File: config.mk
export PLATFORM = sky130hd
export DESIGN_NAME = escaped_length_frame_deframer
export DESIGN_NICKNAME = d
export VERILOG_FILES = /design/src/hdl/elfd_pkg.sv /design/src/hdl/elfd_cfg.sv /design/src/hdl/elfd_parse.sv /design/src/hdl/escaped_length_frame_deframer.sv
export SDC_FILE = /design/constraint.sdc
export NUM_CORES = 1
export LEC_CHECK = 0
export BUFFER_PORTS_ARGS = -buffer_cell sky130_fd_sc_hd__buf_2
export CORE_AREA = 10 10 120 122
export DETAILED_ROUTE_END_ITERATION = 8
export DIE_AREA = 0 0 130 132
export GPL_TIMING_DRIVEN = 0
export PLACE_DENSITY = 0.81
export SYNTH_ARGS = -nofsm -noshare
export SYNTH_HDL_FRONTEND = slang
export SYNTH_SLANG_ARGS = --single-unit
File: constraint.sdc
create_clock -name clk -period 17.2 [get_ports clk]
set_input_delay 0.86 -clock clk [delete_from_list [all_inputs] [get_ports clk]]
set_output_delay 0.86 -clock clk [all_outputs]
set_load 0.02 [all_outputs]
File: src/hdl/elfd_pkg.sv
// Shared types and constants for the escaped length-prefixed frame deframer.
// Holds result kinds, register indexes and the structs passed between modules.
// No dependencies.
package elfd_pkg;

  localparam int BYTE_W    = 8;
  localparam int LEN_W     = 16;
  localparam int TAKEN_W   = 17;
  localparam int CNT_W     = 16;
  localparam int CFG_IDX_W = 2;

  localparam logic [BYTE_W-1:0] START_RST  = 8'd126;
  localparam logic [BYTE_W-1:0] ESCAPE_RST = 8'd125;
  localparam logic [BYTE_W-1:0] OFFSET_RST = 8'd32;

  localparam logic [CFG_IDX_W-1:0] CFG_START  = 2'd0;
  localparam logic [CFG_IDX_W-1:0] CFG_ESCAPE = 2'd1;
  localparam logic [CFG_IDX_W-1:0] CFG_OFFSET = 2'd2;

  typedef enum logic [1:0] {
    KIND_PAYLOAD = 2'd0,
    KIND_EMPTY   = 2'd1,
    KIND_ABORT   = 2'd2
  } kind_t;

  typedef struct packed {
    logic [BYTE_W-1:0] start_byte;
    logic [BYTE_W-1:0] escape_byte;
    logic [BYTE_W-1:0] escape_offset;
  } cfg_t;

  typedef struct packed {
    kind_t             kind;
    logic [BYTE_W-1:0] data;
    logic [LEN_W-1:0]  index;
    logic              last;
    logic [LEN_W-1:0]  frame_length;
    logic [CNT_W-1:0]  error_count;
  } result_t;

endpackage

File: src/hdl/elfd_cfg.sv
// Configuration register file: start byte, escape byte and escape offset.
// Depends on elfd_pkg.
module elfd_cfg (
  input  logic                             clk,
  input  logic                             rst_n,
  input  logic                             cfg_valid,
  output logic                             cfg_ready,
  input  logic [elfd_pkg::CFG_IDX_W-1:0]   cfg_index,
  input  logic [elfd_pkg::BYTE_W-1:0]      cfg_data,
  output elfd_pkg::cfg_t                   cfg_o
);
  import elfd_pkg::*;

  cfg_t cfg_r;
  cfg_t cfg_nxt;

  assign cfg_ready = 1'b1;
  assign cfg_o     = cfg_r;

  always_comb begin
    cfg_nxt = cfg_r;
    if (cfg_valid) begin
      case (cfg_index)
        CFG_START:  cfg_nxt.start_byte    = cfg_data;
        CFG_ESCAPE: cfg_nxt.escape_byte   = cfg_data;
        CFG_OFFSET: cfg_nxt.escape_offset = cfg_data;
        default:    cfg_nxt = cfg_r;
      endcase
    end
  end

  always_ff @(posedge clk) begin
    if (!rst_n) begin
      cfg_r.start_byte    <= START_RST;
      cfg_r.escape_byte   <= ESCAPE_RST;
      cfg_r.escape_offset <= OFFSET_RST;
    end else begin
      cfg_r <= cfg_nxt;
    end
  end

endmodule

File: src/hdl/elfd_parse.sv
// Frame parser: per-byte state update and the registered result stage.
// Depends on elfd_pkg.
module elfd_parse (
  input  logic                        clk,
  input  logic                        rst_n,
  input  elfd_pkg::cfg_t              cfg_i,
  input  logic                        byte_valid,
  input  logic [elfd_pkg::BYTE_W-1:0] byte_i,
  output logic                        byte_take,
  output logic                        res_valid,
  input  logic                        res_ready,
  output elfd_pkg::result_t           res_o
);
  import elfd_pkg::*;

  logic                escape_pending_r, escape_pending_nxt;
  logic [TAKEN_W-1:0]  bytes_taken_r, bytes_taken_nxt;
  logic [LEN_W-1:0]    frame_length_r, frame_length_nxt;
  logic [CNT_W-1:0]    abort_count_r, abort_count_nxt;
  logic                res_valid_r, res_valid_nxt;
  result_t             res_r, res_nxt;

  logic                emit;
  logic [BYTE_W-1:0]   ub;
  logic [LEN_W-1:0]    len_hi;
  logic [TAKEN_W-1:0]  idx_full;
  logic                is_last;

  // Consume a byte whenever the result register is free or draining.
  assign byte_take = byte_valid && (!res_valid_r || res_ready);
  assign res_valid = res_valid_r;
  assign res_o     = res_r;

  always_comb begin
    escape_pending_nxt = escape_pending_r;
    bytes_taken_nxt    = bytes_taken_r;
    frame_length_nxt   = frame_length_r;
    abort_count_nxt    = abort_count_r;
    emit               = 1'b0;
    res_nxt            = res_r;
    ub       = escape_pending_r ? (byte_i - cfg_i.escape_offset) : byte_i;
    len_hi   = {ub, frame_length_r[BYTE_W-1:0]};
    idx_full = bytes_taken_r - TAKEN_W'(2);
    is_last  = (bytes_taken_r - TAKEN_W'(1)) == {1'b0, frame_length_r};

    if (byte_i == cfg_i.start_byte) begin
      if (bytes_taken_r != '0) begin
        if (abort_count_r != '1) begin
          abort_count_nxt = abort_count_r + CNT_W'(1);
        end
        emit                 = 1'b1;
        res_nxt.kind         = KIND_ABORT;
        res_nxt.data         = '0;
        res_nxt.index        = '0;
        res_nxt.last         = 1'b0;
        res_nxt.frame_length = frame_length_r;
        res_nxt.error_count  = abort_count_nxt;
      end
      bytes_taken_nxt    = '0;
      escape_pending_nxt = 1'b0;
      frame_length_nxt   = '0;
    end else if (byte_i == cfg_i.escape_byte) begin
      escape_pending_nxt = 1'b1;
    end else begin
      escape_pending_nxt = 1'b0;
      if (bytes_taken_r == TAKEN_W'(0)) begin
        frame_length_nxt = {{(LEN_W-BYTE_W){1'b0}}, ub};
        bytes_taken_nxt  = TAKEN_W'(1);
      end else if (bytes_taken_r == TAKEN_W'(1)) begin
        frame_length_nxt = len_hi;
        if (len_hi == '0) begin
          emit                 = 1'b1;
          res_nxt.kind         = KIND_EMPTY;
          res_nxt.data         = '0;
          res_nxt.index        = '0;
          res_nxt.last         = 1'b1;
          res_nxt.frame_length = len_hi;
          res_nxt.error_count  = abort_count_r;
          bytes_taken_nxt      = '0;
        end else begin
          bytes_taken_nxt = TAKEN_W'(2);
        end
      end else begin
        emit                 = 1'b1;
        res_nxt.kind         = KIND_PAYLOAD;
        res_nxt.data         = ub;
        res_nxt.index        = idx_full[LEN_W-1:0];
        res_nxt.last         = is_last;
        res_nxt.frame_length = frame_length_r;
        res_nxt.error_count  = abort_count_r;
        bytes_taken_nxt      = is_last ? '0 : (bytes_taken_r + TAKEN_W'(1));
      end
    end

    if (!byte_take) begin
      escape_pending_nxt = escape_pending_r;
      bytes_taken_nxt    = bytes_taken_r;
      frame_length_nxt   = frame_length_r;
      abort_count_nxt    = abort_count_r;
      res_nxt            = res_r;
    end

    if (byte_take && emit) begin
      res_valid_nxt = 1'b1;
    end else if (res_ready) begin
      res_valid_nxt = 1'b0;
    end else begin
      res_valid_nxt = res_valid_r;
    end
  end

  always_ff @(posedge clk) begin
    if (!rst_n) begin
      escape_pending_r <= 1'b0;
      bytes_taken_r    <= '0;
      frame_length_r   <= '0;
      abort_count_r    <= '0;
      res_valid_r      <= 1'b0;
    end else begin
      escape_pending_r <= escape_pending_nxt;
      bytes_taken_r    <= bytes_taken_nxt;
      frame_length_r   <= frame_length_nxt;
      abort_count_r    <= abort_count_nxt;
      res_valid_r      <= res_valid_nxt;
    end
  end

  always_ff @(posedge clk) begin
    res_r <= res_nxt;
  end

endmodule

File: src/hdl/escaped_length_frame_deframer.sv
// Top level of the escaped length-prefixed frame deframer.
// Depends on elfd_pkg, elfd_cfg and elfd_parse.
//
// Usage:
//   in_*  : one raw line byte per request (valid/ready). A start byte opens a
//           frame, an escape byte offsets the byte after it, then two length
//           bytes (low first) precede the payload bytes.
//   out_* : zero or one result per input byte (valid/ready): a payload byte
//           with its index and last mark, an empty-frame event, or an abort
//           event when a start byte cuts a partly received frame.
//   cfg_* : register writes (start byte, escape byte, escape offset); the
//           port is always ready. Write only while no request is in flight.
// Path: an accepted request waits in the input register until the parser takes it,
//   then its result is held in the result register until taken.
// Throughput: one byte per cycle while out_ready stays high; the combinational
//   parse between the input register and the result register allows this rate.
// Reset (rst_n low, synchronous): registers return to 126/125/32, parse
//   state and the abort count clear, both stages empty.
// Receiver stall: a pending result holds in the result register; one more
//   request waits in the input register, then in_ready drops.
module escaped_length_frame_deframer (
  input  logic                           clk,
  input  logic                           rst_n,
  input  logic                           in_valid,
  output logic                           in_ready,
  input  logic [elfd_pkg::BYTE_W-1:0]    in_byte,
  output logic                           out_valid,
  input  logic                           out_ready,
  output logic [1:0]                     out_kind,
  output logic [elfd_pkg::BYTE_W-1:0]    out_data,
  output logic [elfd_pkg::LEN_W-1:0]     out_index,
  output logic                           out_last,
  output logic [elfd_pkg::LEN_W-1:0]     out_frame_length,
  output logic [elfd_pkg::CNT_W-1:0]     out_error_count,
  input  logic                           cfg_valid,
  output logic                           cfg_ready,
  input  logic [elfd_pkg::CFG_IDX_W-1:0] cfg_index,
  input  logic [elfd_pkg::BYTE_W-1:0]    cfg_data
);
  import elfd_pkg::*;

  cfg_t              cfg;
  result_t           res;
  logic              byte_take;
  logic              in_valid_r, in_valid_nxt;
  logic [BYTE_W-1:0] in_byte_r;

  elfd_cfg u_cfg (
    .clk       (clk),
    .rst_n     (rst_n),
    .cfg_valid (cfg_valid),
    .cfg_ready (cfg_ready),
    .cfg_index (cfg_index),
    .cfg_data  (cfg_data),
    .cfg_o     (cfg)
  );

  // Input register: accept a new byte when empty or being consumed this cycle.
  assign in_ready = !in_valid_r || byte_take;

  always_comb begin
    if (in_valid && in_ready) begin
      in_valid_nxt = 1'b1;
    end else if (byte_take) begin
      in_valid_nxt = 1'b0;
    end else begin
      in_valid_nxt = in_valid_r;
    end
  end

  always_ff @(posedge clk) begin
    if (!rst_n) begin
      in_valid_r <= 1'b0;
    end else begin
      in_valid_r <= in_valid_nxt;
    end
  end

  // Hold the byte until the parser takes it.
  always_ff @(posedge clk) begin
    if (in_valid && in_ready) begin
      in_byte_r <= in_byte;
    end
  end

  elfd_parse u_parse (
    .clk        (clk),
    .rst_n      (rst_n),
    .cfg_i      (cfg),
    .byte_valid (in_valid_r),
    .byte_i     (in_byte_r),
    .byte_take  (byte_take),
    .res_valid  (out_valid),
    .res_ready  (out_ready),
    .res_o      (res)
  );

  assign out_kind         = res.kind;
  assign out_data         = res.data;
  assign out_index        = res.index;
  assign out_last         = res.last;
  assign out_frame_length = res.frame_length;
  assign out_error_count  = res.error_count;

endmodule

---- Yosys cells after proc, flatten, opt, wreduce, memory -nomap -nowiden ----
Cells that the tools add are included.
cells by class
  $add $sub $neg .......................... 5
  equality and inequality tests ........... 11
  mux-type cells .......................... 30
  reductions and logical operators ........ 23
operators with widths
  cell                                                                    count
  59-bit 2-to-1 mux                                                       6
  17-bit 2-to-1 mux                                                       5
  16-bit 2-to-1 mux                                                       5
  17-bit by 1-bit adder with 17-bit output, second input constant         1
  17-bit by 1-bit equality test with 1-bit output, second input constant  1
  17-bit by 16-bit equality test with 1-bit output                        1
  17-bit logical NOT                                                      1
  17-bit nonzero test                                                     1
  17-bit by 1-bit subtractor with 17-bit output, second input constant    1
  16-bit by 1-bit adder with 16-bit output, second input constant         1
  8-bit equality test                                                     2
  16-bit logical NOT                                                      1
  16-bit != test, second input constant                                   1
  16-bit by 2-bit subtractor with 16-bit output, second input constant    1
  1-bit 2-to-1 mux                                                        12
  3-bit AND reduction                                                     3
  8-bit 2-to-1 mux                                                        1
  2-bit AND reduction                                                     4
  8-bit subtractor                                                        1
  2-bit nonzero test                                                      3
  5-bit AND reduction                                                     1
  2-bit by 1-bit != test with 1-bit output, second input constant         2
  1-bit logical AND                                                       3
  3-bit by 2-bit != test with 1-bit output, second input constant         1
  8 further kinds                                                         10
storage, ports and cells
  register bits ........................... 143
  input port bits ......................... 23
  output and inout port bits .............. 62
  word-level logic and storage cells ...... 86

---- Logic depth before layout (Yosys ltp) ----
  word-level depth ........................ 10
  depth in mapped cells ................... 13
  mapped depth without buffers ............ 11

---- Cells and area by module ----
From an unflattened synthesis, not the netlist that was laid out.
unflattened totals
  cells, all modules ...................... 734
  area, all modules ....................... 7259.5 µm²
by module, submodules not included
  module                         instances  cells an instance  area each (µm²)  seq. area each (µm²)
  elfd_parse                     1          622                5970.7           2792.7
  elfd_cfg                       1          99                 991.0            480.5
  escaped_length_frame_deframer  1          13                 297.8            260.2

---- Worst setup path after synthesis ----
No wires, ideal clock.
  kind .................................... register to register
  start point ............................. reg in_byte_r[0]
  end point ............................... reg u_parse.res_r, in the netlist u_parse.res_o[0] (enable)
  library setup time ...................... 0.566 ns
  arrival ................................. 6.931 ns
  required time ........................... 16.634 ns
  path slack .............................. 9.703 ns
  cell stages (with the launch flop) ...... 12
  path buffers ............................ 0
  period minus slack after synthesis ...... 7.497 ns
  cells stage by stage .................... edfxtp_1 -> inv_1 -> ha_1 -> inv_1 -> fa_1 -> a21o_1 -> a21o_1 -> a221oi_1 -> nand2_1 -> or4_1 -> or3_1 -> a21boi_0
between the ends
  longest elaborated chain between the ends .. 5
  elaborated cells between the ends (all ways) .. 10
  classes of those cells .................. add/sub (1); eq/ne (6); mux (1); reduce/logical (2)
RTL lines
  what                                                line                                 RTL
  from (decl)                                         escaped_length_frame_deframer.sv:46  logic [BYTE_W-1:0] in_byte_r;
  from (signal assigned)                              escaped_length_frame_deframer.sv:82  in_byte_r <= in_byte;
  8-bit subtractor                                    elfd_parse.sv:41                     ub = escape_pending_r ? (byte_i - cfg_i.escape_offset) : byte_i;
  8-bit 2-to-1 mux                                    elfd_parse.sv:41
  16-bit logical NOT                                  elfd_parse.sv:71                     if (len_hi == '0) begin
  3-bit by 2-bit != test with 1-bit output (no line)  n/a
  5-bit AND reduction (no line) (*)                   n/a
  to (signal assigned)                                elfd_parse.sv:129                    res_r <= res_nxt;
  to (decl)                                           elfd_parse.sv:21                     result_t res_r, res_nxt;
Every way passes the cells marked *; elsewhere a longest branch is shown, timed or not.
A chain may end at the register's enable or synchronous reset.

---- Final worst setup path ----
  start point ............................. reg in_byte_r[0]
  end point ............................... reg u_parse.res_r, in the netlist u_parse.res_o[38] (enable)
Same word-level chain as after synthesis.

==> impl_metrics.env <==
export IMPL_crit_path_max_fanout=25
export IMPL_ios=85
export IMPL_ys_ff_latch=143
export IMPL_post_cts_setup_buffers=0
export IMPL_p_per_area_mw_per_mm2=91.88
export IMPL_yosysTopAreaCellShare=0.2693
export IMPL_final_area_sq_mm=0.008680
export IMPL_grt_usage=0.2388
export IMPL_drcViolationCount=0
export IMPL_core_area_sq_mm=0.01191
export IMPL_hold_buffers=0
export IMPL_antenna_cells=0
export IMPL_start_kind="flip-flop"
export IMPL_cts_sink_count=143
export IMPL_synth_edf_count=67
export IMPL_outcome="finished clean"
export IMPL_skew_ns=0.01269
export IMPL_crit_path_end_kind="flip-flop"
export IMPL_yosysMostFrequentCell="nor2_1"
export IMPL_drt_pass1_iterations=6
export IMPL_grt_overflow_total=0
export IMPL_cts_clk_slew_worst_paths_ns=0.06
export IMPL_arrival_ns=4.66
export IMPL_hpwl_um=14850
export IMPL_antenna_found_initial=0
export IMPL_drtAntennaViolNets=0
export IMPL_start_util=0.6271
export IMPL_cts_buffers=17
export IMPL_worstSetupPathType="flip-flop to flip-flop"
export IMPL_ir_drop_uv=76.10
export IMPL_max_freq_ghz=0.2208
export IMPL_dieArea_sq_mm=0.01716
export IMPL_synth_nets=827
export IMPL_crit_required_ns=17.33
export IMPL_clk_latency_ns=0.44
export IMPL_ys_warn_count=0
export IMPL_tritoncts="done"
export IMPL_die_width_um=130
export IMPL_placed_area_sq_mm=0.008135
export IMPL_worstMarginPinSlew_ns=1.064
export IMPL_grt_max_degree=26
export IMPL_nets=931
export IMPL_synthTopCellsByArea="edfxtp_1, dfxtp_1, xor2_1, nor2_1, nand2_1"
export IMPL_wire_per_inst_um=19.13
export IMPL_r2r_start="in_byte_r[0]"
export IMPL_port_buffers=83
export IMPL_maxCapViolations=0
export IMPL_syn_area_sq_mm=0.007470
export IMPL_min_path_type="flip-flop to flip-flop"
export IMPL_period_share=0.2633
export IMPL_drt_iter0_drc=721
export IMPL_grt_pass1_wl_um=32800
export IMPL_setup_violations=0
export IMPL_root_buffer="clkbuf_16"
export IMPL_rsz0062_at_grt="false"
export IMPL_wirelength_um=20110
export IMPL_finalHoldViolations=0
export IMPL_place_congestion=0.9614
export IMPL_ys_seq_area_frac=0.4730
export IMPL_vias=6539
export IMPL_leakage_nw=3.542
export IMPL_die_h_um=132
export IMPL_maxSlewViolCount=0
export IMPL_cts_resized=0
export IMPL_fp_row_count=40
export IMPL_yosys_area_top_type="edfxtp_1"
export IMPL_crit_slowest_cell="a221oi_1"
export IMPL_cp_endpoint="u_parse.res_o[38]"
export IMPL_syn_to_final_growth_pct=16.20
export IMPL_via_per_inst=6.222
export IMPL_synthCells=787
export IMPL_ys_async_sr_fraction=0
export IMPL_ys_types=68
export IMPL_htree_levels=4
export IMPL_fill_cells=894
export IMPL_grt_pass1_vias=6466
export IMPL_drive_gt1_frac=0.1648
export IMPL_reg2reg_depth=13
export IMPL_setup_tns_ns=0
export IMPL_r2r_setup_slack_ns=12.67
export IMPL_rr_endpoint="u_parse.res_o[38]"
export IMPL_avgSynthCellArea_sq_um=9.491
export IMPL_max_stage_delay_ns=0.61
export IMPL_slew_headroom=0.2893
export IMPL_ys_flop_type="dfxtp_1"
export IMPL_fin_crit_ns=4.529
export IMPL_path_cells="inv_1 > ha_1 > inv_1 > fa_1 > a21o_1 > a21o_1 > a221oi_1 > nand2_1 > or4_1 > or3_1 > a21boi_4 > buf_16 > buf_16"
export IMPL_clockBufferDepth=2
export IMPL_netlist_top_cells_count="nor2_1, nand2_1, dfxtp_1"
export IMPL_cp_startpoint="in_byte_r[0]"
[flip-flops by register name, summed over array words and instances, names as in the netlist]
| signal | cells |
|---|---|
| u_parse.res_valid | 1 |
| u_parse.abort_count_r | 16 |
| u_parse.res_o | 59 |
| u_parse.frame_length_r | 16 |
| u_cfg.cfg_o | 24 |
| in_byte_r | 8 |
| in_valid_r | 1 |
| u_parse.bytes_taken_r | 17 |
| u_parse.escape_pending_r | 1 |
[cell type report]
| type | instances | area [sq um] | share of cell area |
|---|---|---|---|
| well taps | 147 | 183.9 | 0.02119 |
| multi-input cells | 576 | 3655 | 0.4211 |
| clock buffers | 20 | 461.7 | 0.05319 |
| inverters | 26 | 97.59 | 0.01124 |
| plain buffers | 42 | 195.2 | 0.02249 |
| clock inverters | 12 | 82.58 | 0.009514 |
| flip-flops and latches | 143 | 3533 | 0.4071 |
| repair buffers | 85 | 470.5 | 0.05420 |
[through the flow]
| step | hold slack, ns | utilization | std cells | total power [mW] | setup WS (ns) |
|---|---|---|---|---|---|
| floorplan | 0.4481 | - | 787 | 0.4360 | 9.703 |
| global placement | 0.4568 | 0.6774 | 1017 | 0.4591 | 7.862 |
| detailed placement | 0.4657 | 0.6830 | 1019 | 0.4623 | 12.70 |
| CTS | 0.4739 | 0.7287 | 1051 | 0.7952 | 12.68 |
| global route | 0.5139 | 0.7287 | 1051 | 0.8213 | 12.36 |
| finish | 0.4788 | 0.7287 | 1051 | 0.7975 | 12.67 |
[logic make-up after synthesis]
| logic type | count (synthesis) | synth area share |
|---|---|---|
| AO/OA/AOI/OAI | 127 | 0.1152 |
| flip-flops | 143 | 0.4730 |
| XOR/XNOR | 69 | 0.08090 |
| AND/OR/NAND/NOR | 340 | 0.2307 |
| multiplexers | 22 | 0.03099 |
| adder cells (fa/ha/maj) | 17 | 0.02948 |
| other | 1 | 0.0005020 |
| buffers and inverters | 68 | 0.03920 |
[critical path, delay by kind of cell, from the launching register on]
kind	cells	cell delay, ns
buffers and inverters	4	0.59
AO/OA/AOI/OAI	4	1.61
flip-flops	1	0.49
AND/OR/NAND/NOR	3	0.96
adder cells (fa/ha/maj)	2	0.55
[metal layers]
layer / track usage / share of wire
met1: 0.3019 / 0.43
met3: 0.06114 / 0.071
met4: 0.1025 / 0.028
met2: 0.3756 / 0.47
met5: 0 / 0
[power by group]
part           switching [mW]  total [mW]  internal [mW]
Clock                   0.146       0.340          0.194
Sequential            0.00771       0.374          0.367
Combinational          0.0530      0.0829         0.0300
[placed cells by master, fill, tap and decap left out, types with 3 or more instances in the layout]
master     count
mux2_2         9
clkbuf_16     18
inv_1         24
nor2b_1        4
nor2_1        85
and3_1        19
nand3b_1       3
nand4_1       11
xnor2_1       29
nand3_1       34
nor4_1        19
and2_1         5
o31ai_1        4
nand2b_1       6
buf_2         89
a21oi_1       38
clkinv_2       4
a211o_1        8
a31o_2         3
clkbuf_1      30
xor2_1        40
or4_1          6
a22oi_1       15
a31oi_1        4
o21ai_0       13
nand2_1       83
dfxtp_1       76
or3_1         11
ha_1          16
a41oi_1        3
a21o_1         5
o211ai_1       4
a211oi_1      11
nor3_1        27
nor4b_1        7
edfxtp_1      67
mux2i_1       13
buf_1          3
and4_1         8
[worst min-delay path by stage]
stage	to	slack, ns	start	cells after the start
after floorplan	u_cfg.cfg_o[15]	0.45	u_cfg.cfg_o[15]	2
after global placement	u_cfg.cfg_o[9]	0.46	u_cfg.cfg_o[9]	2
after detailed placement	u_cfg.cfg_o[9]	0.47	u_cfg.cfg_o[9]	2
after CTS	u_cfg.cfg_o[9]	0.47	u_cfg.cfg_o[9]	2
after global routing	u_cfg.cfg_o[15]	0.51	u_cfg.cfg_o[15]	2
final	u_cfg.cfg_o[14]	0.48	u_cfg.cfg_o[14]	2
Power figures use the tool's default switching activity.
